## config.mk

```make
export PLATFORM = sky130hd
export DESIGN_NAME = pte_front
export DESIGN_NICKNAME = d
export VERILOG_FILES = /design/src/rtl/core/pte_pkg.sv /design/src/rtl/core/pte_front.sv
export SDC_FILE = /design/constraint.sdc
export NUM_CORES = 1
export LEC_CHECK = 0
export ABC_AREA = 1
export BUFFER_PORTS_ARGS = -buffer_cell sky130_fd_sc_hd__buf_2
export CORE_MARGIN = 2
export CORE_UTILIZATION = 53
export CTS_BUF_LIST = sky130_fd_sc_hd__clkbuf_16
export DETAILED_ROUTE_END_ITERATION = 8
export GPL_ROUTABILITY_DRIVEN = 0
export PLACE_DENSITY_LB_ADDON = 0.25
export SYNTH_ARGS = -nofsm -noshare
export SYNTH_HDL_FRONTEND = slang
export SYNTH_SLANG_ARGS = --single-unit
```

## constraint.sdc

```tcl
create_clock -name clk_i -period 3.4 [get_ports clk_i]
set_input_delay 0.68 -clock clk_i [delete_from_list [all_inputs] [get_ports clk_i]]
set_output_delay 0.68 -clock clk_i [all_outputs]
set_load 0.005 [all_outputs]
```

## src/rtl/core/pte_pkg.sv

```systemverilog
// Shared types and constants for the prefix trie engine.
`default_nettype none
package pte_pkg;

  typedef enum logic [1:0] {
    CMD_INSERT   = 2'd0,
    CMD_REMOVE   = 2'd1,
    CMD_CONTAINS = 2'd2,
    CMD_PREFIX   = 2'd3
  } cmd_e;

  typedef enum logic [1:0] {
    ST_OK   = 2'd0,
    ST_FULL = 2'd1,
    ST_LONG = 2'd2
  } status_e;

  typedef enum logic [3:0] {
    S_CLEAR,
    S_IDLE,
    S_CHILD,
    S_PCINC,
    S_NEXT,
    S_FINRD,
    S_RMPATH,
    S_RMSLOT,
    S_RMCH,
    S_RMDEC,
    S_EMIT
  } state_e;

  typedef struct packed {
    logic [1:0] cmd;
    logic [4:0] letter;
    logic       last_letter;
  } in_t;

  typedef struct packed {
    logic        found;
    logic [15:0] prefix_count;
    logic [1:0]  status;
  } out_t;

  // request as held in the queue, tagged with start-of-key
  typedef struct packed {
    in_t  req;
    logic first;
  } qitem_t;

  typedef struct packed {
    logic   valid;
    qitem_t item;
  } qhead_t;

  // letters a..z; the letter field is sized for this
  localparam int          ALPHABET  = 26;
  localparam logic [15:0] COUNT_MAX = 16'hFFFF;
  localparam int unsigned ROOT_NODE = 1;

endpackage
`default_nettype wire

```

## src/rtl/core/pte_front.sv

```systemverilog
// Front end: accepts requests, tags key starts, buffers them in a short queue.
`default_nettype none
module pte_front (
  input  wire logic          clk_i,
  input  wire logic          rst_ni,
  input  wire logic          in_valid_i,
  output logic               in_ready_o,
  input  wire pte_pkg::in_t  in_req_i,
  input  wire logic          busy_i,
  output pte_pkg::qhead_t    head_o,
  input  wire logic          pop_i
);
  localparam int QD = 2;

  pte_pkg::qitem_t  fifo_q [QD];
  logic             wptr_q, rptr_q;
  logic [1:0]       cnt_q;
  logic             first_q;
  logic             push;

  assign in_ready_o = (cnt_q < 2'(QD)) && !busy_i;
  assign push       = in_valid_i && in_ready_o;
  assign head_o.valid = (cnt_q != 2'd0);
  assign head_o.item  = fifo_q[rptr_q];

  always_ff @(posedge clk_i) begin
    if (push) begin
      fifo_q[wptr_q] <= '{req: in_req_i, first: first_q};
    end
  end

  always_ff @(posedge clk_i or negedge rst_ni) begin
    if (!rst_ni) begin
      wptr_q  <= 1'b0;
      rptr_q  <= 1'b0;
      cnt_q   <= 2'd0;
      first_q <= 1'b1;
    end else begin
      if (push) begin
        wptr_q  <= ~wptr_q;
        first_q <= in_req_i.last_letter;
      end
      if (pop_i) begin
        rptr_q <= ~rptr_q;
      end
      cnt_q <= cnt_q + 2'(push) - 2'(pop_i);
    end
  end

endmodule
`default_nettype wire

```

==> out/metrics.cfg, run 1 <==
[logic_synthesis]
ys_seq_area_frac=0.731
post-synth-top-area-cell=edfxtp_1
post_synth.cell_area_avg_um2=16.6
yosysWarnings=0
synth_area_um2=912
synth_cells=55
synth.top_cell.area_share=0.593
synth_cell_type_count=15
yosys_register_bits=23
synth_area_leaders=edfxtp_1 59%, mux2_2 11%, dfrtp_1 11%, dfstp_2 2.9%, xor2_1 2.9%
synth_nets=69

[cts]
cts_root_buffer=clkbuf_16
cts_resized=0
clk_latency_ps=250
hold_buffers=0
cts_tree=yes
clockBufferDepth=2
cts_sinks=23
h-tree-depth=1
post-cts-setup-buffers=0
cts.clk_slew.worst_paths_ps=60
numCtsBuffers=3

[setup_path]
endpoint=head_o[0]
critPathMaxFanout=10
cp.arrival_ps=1370
crit_path_top_delay_cell=dfrtp_1
path_buf_inv=1
regToRegSetupSlack_ps=1780
crit_family=flip-flops
crit_required_ps=2720
cp-start-kind=register
cp_cell_sequence=mux2_2 -> buf_2
reg2reg_depth=3
crit_path_max_incr_delay_ps=590
worstReg2RegEnd=fifo_q[0][7]
cp-end-kind=output pin
crit_start=rptr_q
r2r_start=cnt_q[1]
crit_cells=2
crit_type=reg2out

[global_routing]
use_met1=0.186
grt_use_met2=0.276
grt_max_degree=13
antenna_found_initial=0
grt_usage=0.157
gr-max-usage-layer=met2
grt_pass1_wl_um=2200
use_met3=0.0357
grt_pass1_vias=527
grt_overflow=0

[pwr]
switching_share=0.252
leakage_uw=0.000472
internal-power_uw=633
comb_power_share=0.224
p_per_area_nw_per_um2=759
switching_power_uw=213
vdd_drop_max_uv=549
p_seq_frac=0.492
clkPwrFrac=0.284

[placement]
place_area_um2=1040
io_buffers=23
dp_hpwl_um=871
placed_cells=93

[die]
die_h_um=45.5
die_x_um=45.5
io-pin-count=24
floorplan.initialDensity=0.585
core-area_um2=1560
die_area_um2=2070
rows=14

[drt]
num_vias=506
initialDrtViolationCount=12
finalWirelength_um=1240
viasPerCell=5.22
ant_nets=0
drc=0
post_drt_wl_per_cell_um=12.8
drt-pass1-iter-count=4

[layout]
stdcell_count=97
final_common_cell=buf_2
drive_gt1_frac=0.494
diodes=0
final_area_um2=1110
final_util=0.715
nets=96
mostFrequentLayoutCells=23 x buf_2, 18 x edfxtp_1, 9 x mux2_2
syn_to_final_growth_pct=22.2

[timing]
finalHoldViolations=0
holdWs_ps=234
post-route-period-util=0.602
fmax_mhz=489
grt_setup_unrepaired=false
finalCriticalPeriod_ps=2050
finClkSkew_ps=0.903
drv_slew=0
worst_pin_slew_ps=755
fin_setup_tns_ps=0
slew_headroom=0.495
setup_violations=0

[min_path]
worstHoldPathType=in2async

[job]
drv_cap=0

[run_status]
status=finished, final reports clean

-- layout make-up --
cell class	instances	area, um2
clock buffer	3	75.1
clock inverter	1	3.75
fill	103	444
inverter	4	15.0
multi-input combinational	27	219
sequential	23	667
tap	16	20.0
timing repair buffer	23	115
-- kinds of logic (layout without fill, tap and decap cells) --
group | count (synthesis) | count (layout) | share of synthesized area
buffers and inverters | 5 | 31 | 0.0288
adders and majority gates | 1 | 1 | 0.0137
and+or+nand+nor | 14 | 14 | 0.0864
DFF | 23 | 23 | 0.731
muxes | 9 | 9 | 0.111
xor gates and xnor gates | 3 | 3 | 0.0288
-- synth_stat cells (all sizes together) --
cell type   n
buf         1
edfxtp     18
xor2        3
nand2       7
dfstp       1
nand3       3
nor2        3
dfrtp       4
or2         1
mux2        9
inv         4
ha          1
-- power groups by stage --
stage                     combinational [uW]  sequential (uW)  clock (uW)
after floorplan                          155              394           0
after global placement                   187              423           0
after detailed placement                 191              423           0
after CTS                                192              418         244
after global routing                     215              428         255
final                                    190              416         241
-- per-layer routing --
metal / vias up / share of wire
met3: 2 / 0.040
met4: 0 / 0.011
li1: 246 / -
met5: - / 0
met1: 244 / 0.43
met2: 14 / 0.52
-- how the worst min path moves through the flow --
stage	from	slack, ps	endpoint	cells after the start
floorplan	rst_ni	380	cnt_q[0]	0
global route	rst_ni	240	cnt_q[0]	1
CTS	rst_ni	240	cnt_q[0]	1
detailed placement	first_q	480	first_q	2
global placement	first_q	460	first_q	2
finish	rst_ni	230	cnt_q[0]	1
-- flip-flops by register name (all words and copies together) (netlist names) --
signal   flops
cnt_q        2
rptr_q       1
wptr_q       1
fifo_q      18
first_q      1
-- per-stage QoR --
step | power [uW] | setup WS [ps]
CTS | 854 | 1310
global placement | 609 | 1410
detailed placement | 613 | 1360
floorplan | 549 | 1700
finish | 846 | 1350
global route | 897 | 1250
Power figures use the tool's default switching activity.
==> run 2: changes to the inputs <==
--- a/config.mk
+++ b/config.mk
@@ -8,7 +8,7 @@
 export ABC_AREA = 1
 export BUFFER_PORTS_ARGS = -buffer_cell sky130_fd_sc_hd__buf_2
 export CORE_MARGIN = 2
-export CORE_UTILIZATION = 53
+export CORE_UTILIZATION = 45
 export CTS_BUF_LIST = sky130_fd_sc_hd__clkbuf_16
 export DETAILED_ROUTE_END_ITERATION = 8
 export GPL_ROUTABILITY_DRIVEN = 0
==> constraint.sdc (replaced) <==
create_clock -name clk_i -period 1.7 [get_ports clk_i]
set_input_delay 0.34 -clock clk_i [delete_from_list [all_inputs] [get_ports clk_i]]
set_output_delay 0.34 -clock clk_i [all_outputs]
set_load 0.005 [all_outputs]
==> run 2 against run 1 <==
Combinational power is 110% higher. Power is 100% higher. Clock power is 97% higher. Routed wire length is 6.8% higher. Critical path depth stayed put. Largest cell class unchanged. Largest power group unchanged.
==> out/metrics.cfg, run 2 (synthesis results as in run 1) <==
[pwr]
clkPwrFrac=0.277
totalPowerFinal_uw=1720
internal-power_uw=1290
switching_power_uw=428
leakage_uw=0.000496
p_seq_frac=0.488
vdd_drop_max_uv=754
p_per_area_nw_per_um2=1470
switching_share=0.249
comb_power_share=0.235

[layout]
drive_gt1_frac=0.523
final_common_cell=buf_2
syn_to_final_growth_pct=28.3
diodes=0
reg_top3=fifo_q: 18 flops, cnt_q: 2 flops
largest_reg_flops=18
stdcell_count=113
mostFrequentLayoutCells=23 x buf_2, 18 x edfxtp_1, 9 x mux2_2
largest-register=fifo_q
nets=101

[die]
floorplan.initialDensity=0.470
io-pin-count=24
die_h_um=49.0
rows=16
die_x_um=49.0
die_area_um2=2400
core-area_um2=1940

[timing]
fmax_mhz=627
finalHoldViolations=0
fin_setup_tns_ps=0
setup_violations=0
drv_slew=0
finClkSkew_ps=0.912
worst_pin_slew_ps=251
finalCriticalPeriod_ps=1590
post-route-period-util=0.938
slew_headroom=0.833
holdWs_ps=279
grt_setup_unrepaired=false

[drt]
num_vias=524
drc=0
drt-pass1-iter-count=2
finalWirelength_um=1320
viasPerCell=4.64
ant_nets=0
initialDrtViolationCount=5
post_drt_wl_per_cell_um=11.7

[min_path]
worstHoldPathType=in2reg

[cts]
post-cts-setup-buffers=0
h-tree-depth=1
cts_tree=yes
clk_latency_ps=240
cts_root_buffer=clkbuf_16
numCtsBuffers=3
cts_sinks=23
cts.clk_slew.worst_paths_ps=50
clockBufferDepth=2

[global_routing]
antenna_found_initial=0
grt_pass1_vias=548
grt_usage=0.133
grt_pass1_wl_um=2390
grt_max_degree=13
grt_overflow=0

[run_status]
status=finished, final reports clean

[setup_path]
cp-start-kind=register
cp-end-kind=output pin
critPathMaxFanout=10
crit_type=reg2out
cp.arrival_ps=1250
crit_required_ps=1360

[placement]
placed_cells=108
io_buffers=23
dp_hpwl_um=961

[job]
drv_cap=0

==> run 2: layer usage <==
| layer | global-route usage | up-vias | routed length (um) | share of wire |
|---|---|---|---|---|
| li1 | - | 255 | - | - |
| met1 | 0.145 | 252 | 571 | 0.43 |
| met2 | 0.242 | 15 | 677 | 0.51 |
| met3 | 0.0337 | 2 | 64 | 0.048 |
| met4 | 0.0571 | 0 | 9 | 0.0068 |
| met5 | 0 | - | 0 | 0 |
==> run 2: worst paths after layout <==
kind | depth (start not counted) | end | slack, ps | startpoint
worst max-delay path | 2 | head_o[0] | 110 | rptr_q
worst min-delay path | 1 | fifo_q[1][7] | 280 | in_req_i[6]
worst max register to register | 4 | fifo_q[1][5] | 390 | cnt_q[1]
worst min register to register | 2 | first_q | 470 | first_q
max in group asynchronous | 2 | first_q | 1050 | rst_ni
min in group asynchronous | 2 | cnt_q[0] | 440 | rst_ni
==> run 2: what timing repair did <==
item / in CTS / in global routing
hold endpoints to repair: 4 / 0
hold buffers: 1 / 0
gates resized for setup: 1 / 0
setup endpoints to repair: 9 / 0
==> run 2: power groups by stage <==
stage	registers, uW	logic (uW)	clock network (uW)
floorplan	789	309	0
global placement	840	396	0
detailed placement	846	407	0
CTS	842	410	491
global route	858	456	517
finish	838	403	475
==> run 2: critical path: stages, from the launching register on <==
cell and delay [ps]:
dfrtp_2 510, mux2_2 370, buf_2 130
==> run 2: metrics by stage <==
step	instance area (um2)	utilization	worst slack, ps
final	1170	0.602	106
after global routing	1170	0.602	53.9
after global placement	1080	0.556	258
after detailed placement	1080	0.556	242
after floorplan	912	-	282
after CTS	1170	0.602	82.7
==> run 2: cell type report <==
class                           count  area (um2)
Clock inverter                      1        3.75
Fill cell                         162         772
Inverter                            4        15.0
Clock buffer                        3        75.1
Multi-Input combinational cell     27         219
Timing Repair Buffer               28         155
Sequential cell                    23         668
Tap cell                           27        33.8
==> run 3: changes to the inputs <==
--- a/config.mk
+++ b/config.mk
@@ -7,7 +7,6 @@
 export LEC_CHECK = 0
 export ABC_AREA = 1
 export BUFFER_PORTS_ARGS = -buffer_cell sky130_fd_sc_hd__buf_2
-export CORE_MARGIN = 2
 export CORE_UTILIZATION = 45
 export CTS_BUF_LIST = sky130_fd_sc_hd__clkbuf_16
 export DETAILED_ROUTE_END_ITERATION = 8
==> run 3 against run 2 <==
Global-route usage increased by 0.86 points. Flip-flop and latch count unchanged. Largest cell class unchanged. Combinational power about the same. Critical path type unchanged. Sequential share of layout area increased by 0.12 points. Critical endpoint is now head_o[1]. Maximum frequency increased by 0.66%. Design area decreased by 0.21%. Cell count decreased by 1.8%.
==> out/metrics.cfg, run 3 (synthesis results as in run 1) <==
[job]
drv_cap=0

[die]
die_area_um2=2210
io-pin-count=24
floorplan.initialDensity=0.501
rows=15
die_x_um=47.0
core-area_um2=1820
die_h_um=47.0

[layout]
reg_top3=fifo_q: 18 flops, cnt_q: 2 flops
largest-register=fifo_q
mostFrequentLayoutCells=23 x buf_2, 18 x edfxtp_1, 9 x mux2_2
drive_gt1_frac=0.523
syn_to_final_growth_pct=28.0
largest_reg_flops=18
final_common_cell=buf_2
diodes=0
nets=101

[cts]
cts_root_buffer=clkbuf_16
post-cts-setup-buffers=0
clk_latency_ps=250
numCtsBuffers=3
cts_tree=yes
h-tree-depth=1
clockBufferDepth=2
cts.clk_slew.worst_paths_ps=60
cts_sinks=23

[min_path]
worstHoldPathType=in2reg
hold_end=fifo_q[1][6]
min_from=in_req_i[5]
min_path_cells=1

[setup_path]
cp_cell_sequence=mux2_2 -> buf_2
crit_required_ps=1360
crit_path_max_incr_delay_ps=500
reg2reg_depth=4
crit_type=reg2out
cp-start-kind=register
r2r_start=cnt_q[1]
worstReg2RegEnd=fifo_q[0][5]
crit_family=flip-flops
critPathMaxFanout=10
path_buf_inv=1
cp-end-kind=output pin
cp.arrival_ps=1240
crit_path_top_delay_cell=dfrtp_2
regToRegSetupSlack_ps=390

[drt]
viasPerCell=4.60
ant_nets=0
post_drt_wl_per_cell_um=11.9
finalWirelength_um=1330
num_vias=511
drc=0
drt-pass1-iter-count=2
initialDrtViolationCount=13

[timing]
worst_pin_slew_ps=242
setup_violations=0
slew_headroom=0.839
finalCriticalPeriod_ps=1580
holdWs_ps=277
finClkSkew_ps=3.74
fmax_mhz=631
finalHoldViolations=0
grt_setup_unrepaired=false
finalWorstSetupSlack_ps=116
post-route-period-util=0.932
fin_setup_tns_ps=0
drv_slew=0

[pwr]
vdd_drop_max_uv=800
p_seq_frac=0.486
internal-power_uw=1290
switching_share=0.255
comb_power_share=0.235
leakage_uw=0.000496
switching_power_uw=441
clkPwrFrac=0.280
p_per_area_nw_per_um2=1480

[placement]
dp_hpwl_um=952
io_buffers=23
dp_worst_setup_slack_ps=257

[global_routing]
grt_pass1_wl_um=2060
grt_overflow=0
grt_usage=0.141
grt_max_degree=13
grt_pass1_vias=509
antenna_found_initial=0

[run_status]
status=finished, final reports clean

## run 3: cell counts in the layout (fill, tap and decap cells not counted)
Identical to the previous run, type by type.
## run 3: how the worst max path moves through the flow
stage	from	endpoint	slack, ps	cells past startpoint
2_1_floorplan	cnt_q[1]	fifo_q[1][0]	280	3
3_3_place_gp	rptr_q	head_o[0]	240	2
3_5_place_dp	rptr_q	head_o[8]	260	2
4_1_cts	rptr_q	head_o[8]	110	2
5_1_grt	rptr_q	head_o[3]	70	2
6_report	rptr_q	head_o[1]	120	2
## run 3: power groups by stage
stage / logic, uW / clock network [uW] / registers (uW)
after floorplan: 309 / 0 / 789
after global placement: 395 / 0 / 843
after detailed placement: 405 / 0 / 846
after CTS: 411 / 494 / 840
after global routing: 457 / 514 / 852
final: 406 / 484 / 840
## run 3: routing by layer
| metal | GRT usage | up-vias | wire [um] |
|---|---|---|---|
| met4 | 0.0686 | 0 | 8 |
| met3 | 0.0385 | 2 | 54 |
| met5 | 0 | - | 0 |
| met2 | 0.239 | 16 | 689 |
| met1 | 0.167 | 239 | 574 |
| li1 | - | 254 | - |
## run 3: layout make-up
cell class                 count  area (um2)
fill                         145         653
inverter                       4        15.0
timing repair buffer          28         155
tap                           25        31.3
clock buffer                   3        75.1
clock inverter                 1        3.75
multi-input combinational     27         219
sequential                    23         668
## run 3: repair_timing
item | 4_1_cts | 5_1_grt
gates resized for setup | 1 | 0
hold endpoints to repair | 4 | 0
setup endpoints to repair | 9 | 0
hold buffers | 1 | 0
## run 3: stage by stage
stage / power [uW] / cells / area, um2 / util
after floorplan: 1100 / 55 / 912 / -
after global placement: 1240 / 106 / 1080 / 0.592
after detailed placement: 1250 / 106 / 1080 / 0.592
after CTS: 1740 / 111 / 1170 / 0.641
after global routing: 1820 / 111 / 1170 / 0.641
final: 1730 / 111 / 1170 / 0.641
